===== config.mk =====
export PLATFORM = sky130hd
export DESIGN_NAME = bitmap_set_with_find_first
export DESIGN_NICKNAME = d
export VERILOG_FILES = /design/src/rtl/core/bsff_pkg.sv /design/src/rtl/core/bitmap_set_with_find_first.sv /design/src/rtl/core/bsff_ram.sv /design/src/rtl/core/bsff_word_alu.sv
export VERILOG_INCLUDE_DIRS = /design/src /design/src/rtl/core
export SDC_FILE = /design/constraint.sdc
export NUM_CORES = 2
export LEC_CHECK = 0
export ABC_AREA = 1
export BUFFER_PORTS_ARGS = -buffer_cell sky130_fd_sc_hd__buf_2
export CAP_MARGIN = 20
export CELL_PAD_IN_SITES_DETAIL_PLACEMENT = 1
export CELL_PAD_IN_SITES_GLOBAL_PLACEMENT = 1
export CORE_MARGIN = 4
export CORE_UTILIZATION = 50
export CTS_CLUSTER_SIZE = 8
export DETAILED_ROUTE_END_ITERATION = 7
export GPL_TIMING_DRIVEN = 0
export PLACE_DENSITY_LB_ADDON = 0.1
export RECOVER_POWER = 50
export SLEW_MARGIN = 20
export SYNTH_ARGS = -nofsm -noshare
export SYNTH_HDL_FRONTEND = slang
export SYNTH_HIERARCHICAL = 1
export SYNTH_SLANG_ARGS = --single-unit

===== constraint.sdc =====
create_clock -name clk -period 7.8 [get_ports clk]
set_input_delay 1.56 -clock clk [delete_from_list [all_inputs] [get_ports clk]]
set_output_delay 1.56 -clock clk [all_outputs]
set_load 0.05 [all_outputs]

===== src/rtl/core/bitmap_set_with_find_first_macros.svh =====
// assertion macros used by the bitmap set rtl
`ifndef BITMAP_SET_WITH_FIND_FIRST_MACROS_SVH
`define BITMAP_SET_WITH_FIND_FIRST_MACROS_SVH

// clocked check, off while reset is asserted
`define BSFF_ASSERT_CLK(lbl, clk, rst_n, prop, msg) \
  lbl: assert property (@(posedge clk) disable iff (!rst_n) prop) \
    else $error(msg);

// clocked check that also holds across reset
`define BSFF_ASSERT_ANY(lbl, clk, prop, msg) \
  lbl: assert property (@(posedge clk) prop) else $error(msg);

`endif


===== src/rtl/core/bsff_pkg.sv =====
// shared types, codes and constants of the bitmap set
`default_nettype none

package bsff_pkg;

  localparam int WORD_BITS_DEF  = 32;
  localparam int MAX_VALUES_DEF = 1024;

  localparam int FUNC_W  = 3;
  localparam int INDEX_W = 10;
  localparam int SIZE_W  = 11;
  // bit base of a word; holds the largest size plus one word
  localparam int BASE_W  = 12;
  localparam int DIV_SH  = 16;

  localparam logic [SIZE_W-1:0] SIZE_RESET = SIZE_W'(1024);

  // operation codes
  localparam logic [FUNC_W-1:0] FN_SET       = 3'd0;
  localparam logic [FUNC_W-1:0] FN_CLEAR     = 3'd1;
  localparam logic [FUNC_W-1:0] FN_TOGGLE    = 3'd2;
  localparam logic [FUNC_W-1:0] FN_TEST      = 3'd3;
  localparam logic [FUNC_W-1:0] FN_CLEAR_ALL = 3'd4;
  localparam logic [FUNC_W-1:0] FN_SET_ALL   = 3'd5;
  localparam logic [FUNC_W-1:0] FN_FIND      = 3'd6;
  localparam logic [FUNC_W-1:0] FN_POP       = 3'd7;

  // register index of size
  localparam logic REG_SIZE = 1'b0;

  typedef struct packed {
    logic active;    // word base lies below the effective size
    logic found;     // a visible member is in the word
    logic test_bit;  // selected bit of the raw word
  } bsff_flags_t;

endpackage

`default_nettype wire


===== src/rtl/core/bitmap_set_with_find_first.sv =====
// top level of the membership bitmap with find first and pop
//
// input channel: in_valid/in_ready carry one beat per operation (in_func,
// in_index). result channel: out_valid/out_ready carry one beat per input
// beat (out_hit, out_found_index, out_range_error), in input order.
// size register at byte address 0 of the apb-style port; pready is tied
// high, writes land on the access cycle. write it only while idle.
// the bitmap lives in one word-wide ram, NWORDS = MAX_VALUES / WORD_BITS
// words, rounded up. a shared word unit visits one word per cycle. an
// accepted beat passes through the div, split, rd, exam and fin states;
// out-of-range ops go from split straight to fin. find and pop stay in
// exam for each word examined; a scan that runs past the last active word
// examines one more. clear all and set all go from split to a fill state
// that writes each active word, then to fin. one operation is in flight
// at a time, in_ready is low meanwhile.
// after reset a clearing pass writes zero to every ram word, with in_ready
// low; size resets to 1024.
// a stalled receiver holds the result in the output register; the block
// still accepts and works on the next operation, then waits to hand it off.
`default_nettype none
`include "bitmap_set_with_find_first_macros.svh"

module bitmap_set_with_find_first import bsff_pkg::*; #(
  parameter int WORD_BITS  = WORD_BITS_DEF,
  parameter int MAX_VALUES = MAX_VALUES_DEF
) (
  input  wire logic               clk,
  input  wire logic               rst_n,
  // operation channel
  input  wire logic               in_valid,
  output logic                    in_ready,
  input  wire logic [FUNC_W-1:0]  in_func,
  input  wire logic [INDEX_W-1:0] in_index,
  // result channel
  output logic                    out_valid,
  input  wire logic               out_ready,
  output logic                    out_hit,
  output logic      [INDEX_W-1:0] out_found_index,
  output logic                    out_range_error,
  // apb-style config port
  input  wire logic               psel,
  input  wire logic               penable,
  input  wire logic               pwrite,
  input  wire logic [2:0]         paddr,
  input  wire logic [31:0]        pwdata,
  output logic      [31:0]        prdata,
  output logic                    pready
);

  localparam int NWORDS  = (MAX_VALUES + WORD_BITS - 1) / WORD_BITS;
  localparam int AW      = (NWORDS > 1) ? $clog2(NWORDS) : 1;
  localparam int BPW     = $clog2(WORD_BITS);
  localparam int EFF_CAP = (MAX_VALUES > 2047) ? 2047 : MAX_VALUES;
  // reciprocal for splitting an index into word and bit
  localparam int RECIP   = (1 << DIV_SH) / WORD_BITS;

  // sequencer states
  localparam logic [2:0] ST_CLR   = 3'd0;  // post-reset ram sweep
  localparam logic [2:0] ST_IDLE  = 3'd1;
  localparam logic [2:0] ST_DIV   = 3'd2;  // reciprocal multiply
  localparam logic [2:0] ST_SPLIT = 3'd3;  // word, bit, range check
  localparam logic [2:0] ST_RD    = 3'd4;  // first ram read in flight
  localparam logic [2:0] ST_EXAM  = 3'd5;  // word unit looks at a word
  localparam logic [2:0] ST_FILL  = 3'd6;  // clear all / set all sweep
  localparam logic [2:0] ST_FIN   = 3'd7;  // hand result to output reg

  logic [2:0]           state_r, state_nxt;
  logic [SIZE_W-1:0]    size_r;
  logic [AW-1:0]        addr_r, addr_nxt;
  logic                 out_valid_r, out_valid_nxt;

  logic [FUNC_W-1:0]    func_r, func_nxt;
  logic [INDEX_W-1:0]   idx_r, idx_nxt;
  logic [INDEX_W-1:0]   q0_r, q0_nxt;
  logic [BASE_W-1:0]    base_r, base_nxt;
  logic [BPW-1:0]       bitpos_r, bitpos_nxt;
  logic                 hit_r, hit_nxt;
  logic [INDEX_W-1:0]   found_r, found_nxt;
  logic                 err_r, err_nxt;
  logic                 out_hit_r, out_hit_nxt;
  logic [INDEX_W-1:0]   out_found_r, out_found_nxt;
  logic                 out_err_r, out_err_nxt;

  logic [SIZE_W-1:0]    eff;
  logic                 cfg_wr;
  logic [31:0]          r0_full;
  logic [31:0]          r_sel;
  logic [31:0]          q_sel;
  logic                 corr;
  logic                 in_range;

  logic                 ram_we;
  logic [AW-1:0]        ram_raddr;
  logic [WORD_BITS-1:0] ram_wdata;
  logic [WORD_BITS-1:0] ram_rdata;
  bsff_flags_t          flags;
  logic [BPW-1:0]       alu_pos;
  logic [WORD_BITS-1:0] alu_wdata;

  // config port
  assign pready = 1'b1;
  assign cfg_wr = psel && penable && pwrite && (paddr[2] == REG_SIZE);
  assign prdata = (paddr[2] == REG_SIZE) ? 32'(size_r) : '0;

  // effective size saturates at the bitmap capacity
  assign eff = (size_r > SIZE_W'(EFF_CAP)) ? SIZE_W'(EFF_CAP) : size_r;

  // index split: q0 may be one short, one compare and subtract fixes it
  assign r0_full  = 32'(idx_r) - 32'(q0_r) * 32'(WORD_BITS);
  assign corr     = r0_full >= 32'(WORD_BITS);
  assign r_sel    = corr ? (r0_full - 32'(WORD_BITS)) : r0_full;
  assign q_sel    = 32'(q0_r) + 32'(corr);
  assign in_range = SIZE_W'(idx_r) < eff;

  assign in_ready  = (state_r == ST_IDLE);
  assign out_valid = out_valid_r;
  assign out_hit         = out_hit_r;
  assign out_found_index = out_found_r;
  assign out_range_error = out_err_r;

  // while scanning, fetch the next word ahead of the one being examined
  assign ram_raddr = (state_r == ST_EXAM) ? (addr_r + AW'(1)) : addr_r;
  assign ram_wdata = (state_r == ST_CLR) ? '0 : alu_wdata;

  bsff_ram #(
    .WIDTH (WORD_BITS),
    .DEPTH (NWORDS)
  ) u_ram (
    .clk   (clk),
    .we    (ram_we),
    .waddr (addr_r),
    .wdata (ram_wdata),
    .raddr (ram_raddr),
    .rdata (ram_rdata)
  );

  bsff_word_alu #(
    .WORD_BITS (WORD_BITS)
  ) u_alu (
    .func    (func_r),
    .rd_word (ram_rdata),
    .base    (base_r),
    .eff     (eff),
    .bitpos  (bitpos_r),
    .flags   (flags),
    .pos     (alu_pos),
    .wdata   (alu_wdata)
  );

  always_comb begin
    state_nxt     = state_r;
    addr_nxt      = addr_r;
    func_nxt      = func_r;
    idx_nxt       = idx_r;
    q0_nxt        = q0_r;
    base_nxt      = base_r;
    bitpos_nxt    = bitpos_r;
    hit_nxt       = hit_r;
    found_nxt     = found_r;
    err_nxt       = err_r;
    out_hit_nxt   = out_hit_r;
    out_found_nxt = out_found_r;
    out_err_nxt   = out_err_r;
    out_valid_nxt = out_valid_r && !out_ready;
    ram_we        = 1'b0;

    case (state_r)
      ST_CLR: begin
        ram_we   = 1'b1;
        addr_nxt = addr_r + AW'(1);
        if (addr_r == AW'(NWORDS - 1)) begin
          state_nxt = ST_IDLE;
        end
      end
      ST_IDLE: begin
        if (in_valid) begin
          func_nxt  = in_func;
          idx_nxt   = in_index;
          state_nxt = ST_DIV;
        end
      end
      ST_DIV: begin
        q0_nxt    = INDEX_W'((32'(idx_r) * 32'(RECIP)) >> DIV_SH);
        state_nxt = ST_SPLIT;
      end
      ST_SPLIT: begin
        hit_nxt   = 1'b0;
        found_nxt = '0;
        err_nxt   = 1'b0;
        case (func_r)
          FN_CLEAR_ALL, FN_SET_ALL: begin
            addr_nxt  = '0;
            base_nxt  = '0;
            state_nxt = ST_FILL;
          end
          FN_FIND: begin
            addr_nxt  = '0;
            base_nxt  = '0;
            state_nxt = ST_RD;
          end
          default: begin
            // indexed ops and pop; pop scans from bit 0 of the word
            if (!in_range) begin
              err_nxt   = 1'b1;
              state_nxt = ST_FIN;
            end else begin
              addr_nxt   = AW'(q_sel);
              bitpos_nxt = BPW'(r_sel);
              base_nxt   = BASE_W'(32'(idx_r) - r_sel);
              state_nxt  = ST_RD;
            end
          end
        endcase
      end
      ST_RD: begin
        state_nxt = ST_EXAM;
      end
      ST_EXAM: begin
        case (func_r)
          FN_TEST: begin
            hit_nxt   = flags.test_bit;
            state_nxt = ST_FIN;
          end
          FN_FIND, FN_POP: begin
            if (!flags.active) begin
              state_nxt = ST_FIN;
            end else if (flags.found) begin
              hit_nxt   = 1'b1;
              found_nxt = INDEX_W'(base_r + BASE_W'(alu_pos));
              ram_we    = (func_r == FN_POP);
              state_nxt = ST_FIN;
            end else begin
              addr_nxt = addr_r + AW'(1);
              base_nxt = base_r + BASE_W'(WORD_BITS);
            end
          end
          default: begin
            // set, clear, toggle: read-modify-write of one word
            ram_we    = 1'b1;
            state_nxt = ST_FIN;
          end
        endcase
      end
      ST_FILL: begin
        if (flags.active) begin
          ram_we   = 1'b1;
          addr_nxt = addr_r + AW'(1);
          base_nxt = base_r + BASE_W'(WORD_BITS);
        end else begin
          state_nxt = ST_FIN;
        end
      end
      ST_FIN: begin
        if (!out_valid_r || out_ready) begin
          out_valid_nxt = 1'b1;
          out_hit_nxt   = hit_r;
          out_found_nxt = found_r;
          out_err_nxt   = err_r;
          state_nxt     = ST_IDLE;
        end
      end
      default: begin
        state_nxt = ST_IDLE;
      end
    endcase
  end

  // control state
  always_ff @(posedge clk) begin
    if (!rst_n) begin
      state_r     <= ST_CLR;
      addr_r      <= '0;
      out_valid_r <= 1'b0;
      size_r      <= SIZE_RESET;
    end else begin
      state_r     <= state_nxt;
      addr_r      <= addr_nxt;
      out_valid_r <= out_valid_nxt;
      if (cfg_wr) begin
        size_r <= pwdata[SIZE_W-1:0];
      end
    end
  end

  // payload
  always_ff @(posedge clk) begin
    func_r      <= func_nxt;
    idx_r       <= idx_nxt;
    q0_r        <= q0_nxt;
    base_r      <= base_nxt;
    bitpos_r    <= bitpos_nxt;
    hit_r       <= hit_nxt;
    found_r     <= found_nxt;
    err_r       <= err_nxt;
    out_hit_r   <= out_hit_nxt;
    out_found_r <= out_found_nxt;
    out_err_r   <= out_err_nxt;
  end

  // one operation in flight at a time
  `BSFF_ASSERT_CLK(a_one_in_flight, clk, rst_n, in_valid && in_ready |=> !in_ready, "second beat accepted while busy")
  // an out-of-range beat reports nothing found
  `BSFF_ASSERT_CLK(a_err_no_hit, clk, rst_n, out_valid && out_range_error |-> !out_hit && out_found_index == '0, "range error with a hit")
  // a reported member lies below the effective size
  `BSFF_ASSERT_CLK(a_found_below, clk, rst_n, out_valid && out_hit |-> SIZE_W'(out_found_index) < eff, "found index at or above size")
  // nothing moves on either channel during the clearing pass
  `BSFF_ASSERT_CLK(a_sweep_closed, clk, rst_n, state_r == ST_CLR |-> !in_ready && !out_valid, "channel open during clearing pass")
  // reset starts the clearing pass with no result pending
  `BSFF_ASSERT_ANY(a_reset_state, clk, !rst_n |=> !out_valid && state_r == ST_CLR, "reset did not start clearing pass")

endmodule

`default_nettype wire


===== src/rtl/core/bsff_ram.sv =====
// generic simple dual port ram with registered read
`default_nettype none

module bsff_ram #(
  parameter int WIDTH = 32,
  parameter int DEPTH = 32,
  localparam int AW = (DEPTH > 1) ? $clog2(DEPTH) : 1
) (
  input  wire logic             clk,
  input  wire logic             we,
  input  wire logic [AW-1:0]    waddr,
  input  wire logic [WIDTH-1:0] wdata,
  input  wire logic [AW-1:0]    raddr,
  output logic      [WIDTH-1:0] rdata
);

  logic [WIDTH-1:0] mem [DEPTH];

  always_ff @(posedge clk) begin
    if (we) begin
      mem[waddr] <= wdata;
    end
    rdata <= mem[raddr];
  end

endmodule

`default_nettype wire


===== src/rtl/core/bsff_word_alu.sv =====
// shared word unit: visible mask, lowest member, bit update
`default_nettype none

module bsff_word_alu import bsff_pkg::*; #(
  parameter int WORD_BITS = WORD_BITS_DEF,
  localparam int BPW = $clog2(WORD_BITS)
) (
  input  wire logic [FUNC_W-1:0]    func,
  input  wire logic [WORD_BITS-1:0] rd_word,
  input  wire logic [BASE_W-1:0]    base,
  input  wire logic [SIZE_W-1:0]    eff,
  input  wire logic [BPW-1:0]       bitpos,
  output bsff_flags_t               flags,
  output logic      [BPW-1:0]       pos,
  output logic      [WORD_BITS-1:0] wdata
);

  logic [BASE_W-1:0]    eff_ext;
  logic [BASE_W-1:0]    lim;
  logic                 active;
  logic [WORD_BITS-1:0] mask;
  logic [WORD_BITS-1:0] vis;
  logic [WORD_BITS-1:0] low1;
  logic [WORD_BITS-1:0] sel_bit;

  assign eff_ext = BASE_W'(eff);
  assign active  = base < eff_ext;
  assign lim     = eff_ext - base;

  // bits of this word below the effective size
  always_comb begin
    if (!active) begin
      mask = '0;
    end else if (lim >= BASE_W'(WORD_BITS)) begin
      mask = '1;
    end else begin
      mask = ~({WORD_BITS{1'b1}} << lim[BPW-1:0]);
    end
  end

  assign vis     = rd_word & mask;
  // isolate lowest set bit
  assign low1    = vis & (~vis + WORD_BITS'(1));
  assign sel_bit = WORD_BITS'(1) << bitpos;

  always_comb begin
    pos = '0;
    for (int j = 0; j < WORD_BITS; j++) begin
      if (low1[j]) begin
        pos = pos | BPW'(j);
      end
    end
  end

  assign flags.active   = active;
  assign flags.found    = |vis;
  assign flags.test_bit = |(rd_word & sel_bit);

  always_comb begin
    case (func)
      FN_SET:       wdata = rd_word | sel_bit;
      FN_CLEAR:     wdata = rd_word & ~sel_bit;
      FN_TOGGLE:    wdata = rd_word ^ sel_bit;
      FN_CLEAR_ALL: wdata = '0;
      FN_SET_ALL:   wdata = mask;
      FN_POP:       wdata = rd_word & ~low1;
      default:      wdata = rd_word;
    endcase
  end

endmodule

`default_nettype wire


======== Word-level counts from Yosys, hierarchy flattened ========
Memory sizes are Yosys's and may differ from the RTL's. A register that Yosys moved wholly into a read port is not among the register bits.
Index checks and enable logic that the tools add are counted.
cells by class
  order comparisons ....................... 5
  muxes and demuxes ....................... 156
  add/subtract/negate cells ............... 9
  reduce and logical (&&, ||, !) cells .... 25
  bitwise operators ....................... 12
  shifts and indexed selects .............. 2
  equality and inequality tests ........... 32
operator list
  kind                                                   count
  2-to-1 mux 12 bit                                      17
  case mux 32 bit (6 select lines)                       1
  2-to-1 mux 5 bit                                       38
  bitwise AND 32 bit                                     5
  2-to-1 mux 10 bit                                      13
  2-to-1 mux 32 bit                                      4
  NOT 32 bit                                             4
  2-to-1 mux 3 bit                                       26
  OR reduction 32 bit                                    2
  2-to-1 mux 11 bit                                      4
  case mux 12 bit (3 select lines)                       1
  2-to-1 mux 1 bit                                       33
  adder 32 x 1 -> 32 bit (second input constant)         1
  >= comparator 32 x 6 -> 1 bit (second input constant)  1
  2-to-1 mux 4 bit                                       8
  bitwise OR 32 bit                                      1
  << shifter 1 x 5 -> 32 bit (first input constant)      1
  << shifter 32 x 5 -> 32 bit (first input constant)     1
  XOR 32 bit                                             1
  == test 3 bit (second input constant)                  8
  case mux 3 bit (8 select lines)                        1
  case mux 10 bit (2 select lines)                       1
  case mux 5 bit (4 select lines)                        1
  inequality test 2 bit (second input constant)          7
  other kinds (39)                                       61
storage, ports and cells
  input bits .............................. 55
  output and inout port bits .............. 47
  flip-flop bits (word level) ............. 79
  memories ................................ 1
  bits in writable memories ............... 1024
  word-level logic and storage cells ...... 257
memories
  name       depth  bits a word  read ports  clocked after memory_dff  write ports  line            RTL
  u_ram.mem  32     32           1           1                         1            bsff_ram.sv:17  logic [WIDTH-1:0] mem [DEPTH];

======== Depth between registers and ports, before layout ========
  word-level depth ........................ 54
  gate-level depth with buffers ........... 33
  depth with buffers taken out ............ 31

======== By module ========
The synthesis kept the hierarchy.
modules (own cells, without submodules)
  module                      times used  area an instance (um^2)  cells each  seq. area each (um^2)
  bsff_ram                    1           42405.7                  3536        31390.1
  bsff_word_alu               1           5398.9                   1008        0.0
  bitmap_set_with_find_first  1           4521.8                   568         2021.9

======== Worst setup path before layout ========
OpenSTA, ideal clock, no wires.
  path type ............................... register to register
  start ................................... register size_r[2]
  end ..................................... memory u_ram.mem[31][0] (enable)
  cell stages (with the launch flop) ...... 29
  data arrival time ....................... 4964 ps
  period minus slack after synthesis ...... 5385 ps
  path buffers ............................ 2
  path slack .............................. 2415 ps
  cells stage by stage .................... dfxtp_1 > nor4_1 > a41oi_2 > nor2_1 > ha_1 > nand2_2 > inv_1 > nand2_1 > nand2_1 > nand2_1 > nand3_1 > nand2_1 > nand2_1 > clkbuf_4 > buf_4 > nand4_1 > nand3_1 > nand2_1 > nor2_1 > nand2_1 > nor2_2 > and2_1 > nand2_1 > a21oi_1 > nor3_1 > nand2_1 > nand3_1 > nand3_1 > nor2_1
RTL lines
  element                 line                               RTL
  start, declared         bitmap_set_with_find_first.sv:68   logic [SIZE_W-1:0] size_r;
  start signal, assigned  bitmap_set_with_find_first.sv:280  size_r <= pwdata[SIZE_W-1:0];
  end, declared           bsff_ram.sv:17

======== Final worst setup path ========
  start ................................... register size_r[0]
  end ..................................... memory u_ram.mem[12][13], data pin
between the ends
  word-level cells in the longest chain between the ends .. 16
RTL lines
  element                                                               line                               RTL
  > comparator 11 bit (*)                                               bitmap_set_with_find_first.sv:106  assign eff = (size_r > SIZE_W'(EFF_CAP)) ? SIZE_W'(EFF_CAP) : size_r;
  2-to-1 mux 11 bit (*)                                                 bitmap_set_with_find_first.sv:106
  named net eff[4]                                                      bitmap_set_with_find_first.sv:84   logic [SIZE_W-1:0] eff;
  branches (longest 5 deep; another with subtractor 11 x 12 -> 12 bit)  -
  2-to-1 mux 32 bit (*)                                                 bsff_word_alu.sv:32                if (!active) begin
  bitwise AND 32 bit                                                    bsff_word_alu.sv:41                assign vis = rd_word & mask;
  NOT 32 bit                                                            bsff_word_alu.sv:43                assign low1 = vis & (~vis + WORD_BITS'(1));
  adder 32 x 1 -> 32 bit                                                bsff_word_alu.sv:43
  bitwise AND 32 bit                                                    bsff_word_alu.sv:43
  NOT 32 bit                                                            bsff_word_alu.sv:66                FN_POP: wdata = rd_word & ~low1;
  bitwise AND 32 bit                                                    bsff_word_alu.sv:66
  case mux 32 bit (6 select lines) (*)                                  bsff_word_alu.sv:60                case (func)
  named net alu_wdata[13]                                               bitmap_set_with_find_first.sv:98   logic [WORD_BITS-1:0] alu_wdata;
  2-to-1 mux 32 bit (*)                                                 bitmap_set_with_find_first.sv:123  assign ram_wdata = (state_r == ST_CLR) ? '0 : alu_wdata;
  named net ram_wdata[13]                                               bitmap_set_with_find_first.sv:94   logic [WORD_BITS-1:0] ram_wdata;
Mark *: on every way through the listed nets, which the timed path passes. The select of a mux whose other input is x is not followed.

==> results.md <==
* Fmax at 136 MHz
* Finished Layout Cells at 6,837
* Post-synth cell types at 62
* Finish-stage setup viols at 0
* Area delta synth->final at 14.7%
* Layout Nets at 5,583
* Critical Path Max Stage Delay at 1.44 ns
* CTS hold repair buffers at 0
* Violated checks: max-capacitance violations, max-slew violations
* First-pass GRT wire length at 281,000 microns
* Post-DR wirelength/cell at 28.3 microns
* CTS root buf: clkbuf_16
* Inserted Clock Buffers at 159
* Critical path's slowest cell: nor2_1
* Max Root-Sink Buffers at 3
* Clk slew on worst S/H paths at 0.05 ns
* Area share of the largest cell type after synthesis at 0.619
* Most used DFF post-synth: edfxtp_1
* I/O Pins at 102
* Pin count of the biggest net entering global routing at 33
* Period utilisation layout at 0.939
* Total gr overflow at 0
* Vias/cell at 6.04
* Ys async rst share at 0
* Max Cap Viol at 33
* Sink Count at 1,130
* Max-slew violations at 612
* Delay-heaviest family, CP: simple AND/OR/NAND/NOR gates
* Final Hold Fails at 0
* Initial core utilization at 0.505
* Part of the power in registers at 0.463
* Die X at 332 microns
* Leak pwr at 23.8 nW
* Hpwl dp at 139,000 microns
* Area post-placement at 56,700 sq um
* Syn avg cell area at 10.2 sq um
* Final instance area at 60,000 sq um
* Combinational Power Share at 0.114
* Layout fillers at 11,200
* Site row count at 118
* Post-CTS setup buffers at 0
* Min Clock Period, post-route at 7.33 ns
* Worst slew pin tran at 1.99 ns
* Worst min path class: flop to flop
* Share of cells above drive strength 1 at 0.0991
* NetSw at 0.00379 W
* Synth Cell Area at 52,300 sq um
* Die Y-Extent at 332 microns
* Buffers on Ports at 55
* Crit-path max FO at 17
* Worst EP arrival at 7.66 ns
* Pwr/cell area at 244 nW/um^2
* Initial DRC Count at 4,977
* Sw Ratio at 0.259
* Inserted Diodes at 0
* 1st-pass router iterations at 6
* Via count at 41,300
* Gr usage total at 0.347
* Yosys warns at 6
* Drt total wl at 193,000 microns
* DRC at 0
* Yosys top cell by area: edfxtp_1
* Outcome: complete, but fails checks
* Yosys reg bits at 1,130
* WS Path Type: flop to flop
* Final setup margin at 0.474 ns
* Worst Clk Skew at 0.0457 ns
* Max H-tree Level at 4
* Dominant cells by area after synthesis: edfxtp_1 (62%), nand2_1 (13%), nand3_1 (8.7%), ha_1 (2.4%), inv_1 (2.1%)
* Initial antenna violation count at 6
* RSZ-0062 raised after global routing: false
* CP required at 8.13 ns
* Startpoint type of the worst setup path: flop
* Seq/Total Area, Yosys at 0.639
* Dpl cells at 6,644
* Post-place setup slack at 0.899 ns
* Worst IR Drop VDD at 0.199 mV
* Mapped Cells at 5,112
* Die Footprint at 110,000 sq um
* DRT antenna net count at 0
* Area of the core at 104,000 sq um
* CTS resizes at 0
* Clock power frac at 0.423
* Count of flip-flops with a built-in enable after synthesis at 1,078
* Crit end category: flop
* GP Congestion at 0.988
* Critical path buffers and inverters at 6
* Rel. slew slack at -0.330
* Power Internal at 0.0109 W
* Worst path most repeated cell: nand2_1
* CTS tree: done
* Vias in the first global route at 42,300
* Worst skew pair latency at 0.77 ns
-- Yosys cell counts (4+ instances only) --
master and number:
a211oi_1 15, a21oi_1 50, a22oi_1 16, a31oi_1 8, buf_1 19, buf_2 91, buf_4 53, buf_6 68
clkbuf_1 62, dfxtp_1 52, edfxtp_1 1078, ha_1 101, inv_1 292, inv_2 12, nand2_1 1748, nand2_2 12
nand3_1 912, nand3_2 4, nand3b_1 10, nand4_1 54, nor2_1 258, nor2_2 12, nor2_4 5, nor3_1 18
nor4_1 11, o2111ai_1 26, o211ai_1 10, o21ai_0 43, o21ai_1 9, o21bai_1 5, o22ai_1 4, or2_2 6
xor2_1 6
-- per-layer routing --
metal / part of all wire / vias up / track usage
li1: - / 18100 / -
met1: 0.40 / 20800 / 0.475
met2: 0.45 / 2036 / 0.538
met3: 0.098 / 436 / 0.0659
met4: 0.054 / 0 / 0.165
met5: 0 / - / 0
-- power groups by stage --
stage	clock network (W)	registers, W	logic, W
2_1_floorplan	0	0.00683	0.000983
3_3_place_gp	0	0.00688	0.00152
3_5_place_dp	0	0.00688	0.00162
4_1_cts	0.00628	0.00677	0.00164
5_1_grt	0.00657	0.00677	0.00179
6_report	0.00620	0.00678	0.00167
-- flip-flops by register name, indices dropped and copies added (netlist names), 7 cells and up --
signal	flops
base_r	7
found_r	10
u_ram/mem	1024
idx_r	10
u_ram/rdata	32
out_found_index	10
size_r	11
-- final cells by class --
class                           count  area, sq um  share of cell area
Multi-Input combinational cell   3401        16000               0.267
Timing Repair Buffer              127         1400              0.0232
Clock inverter                     10          153             0.00254
Sequential cell                  1130        33400               0.557
Buffer                            297         1980              0.0329
Tap cell                         1380         1730              0.0288
Clock buffer                      183         4190              0.0697
Inverter                          309         1170              0.0195
-- per-stage QoR --
step	setup TNS, ns	hold slack (ns)	power, W	util
finish	0	0.418	0.0146	0.579
global route	0	0.421	0.0151	0.579
CTS	0	0.419	0.0147	0.589
detailed placement	0	0.406	0.00850	0.547
global placement	-514.18	0.401	0.00840	0.525
floorplan	0	0.400	0.00782	-
-- path summary, 6_finish.rpt --
path | cells after the start | startpoint | endpoint | slack (ns)
setup / recovery | 26 | size_r[0] | u_ram/mem[12][13] | 0.47
hold / removal | 0 | found_r[7] | out_found_index[7] | 0.42
setup reg to reg | 26 | size_r[0] | u_ram/mem[12][13] | 0.47
hold reg to reg | 0 | found_r[7] | out_found_index[7] | 0.42
-- layout by cell type, fill, tap and decap left out, drive strengths merged, types with 54 or more instances in the layout --
cell type,instances
nand2,1762
ha,101
nand3,917
clkbuf,308
edfxtp,1078
nor2,276
inv,308
nand4,54
buf,299
-- cells by family (layout without fill, tap and decap cells) --
group                    Yosys count  after routing  synth area share
AO/OA/AOI/OAI                    197            197            0.0241
XOR/XNOR                           9              9           0.00187
adder cells (fa/ha/maj)          103            103            0.0249
buffers and inverters            606            926            0.0601
flip-flops                      1130           1130             0.639
other                              2             27          0.000144
AND/OR/NAND/NOR                 3065           3065             0.250
(Power assumes the default switching activity.)
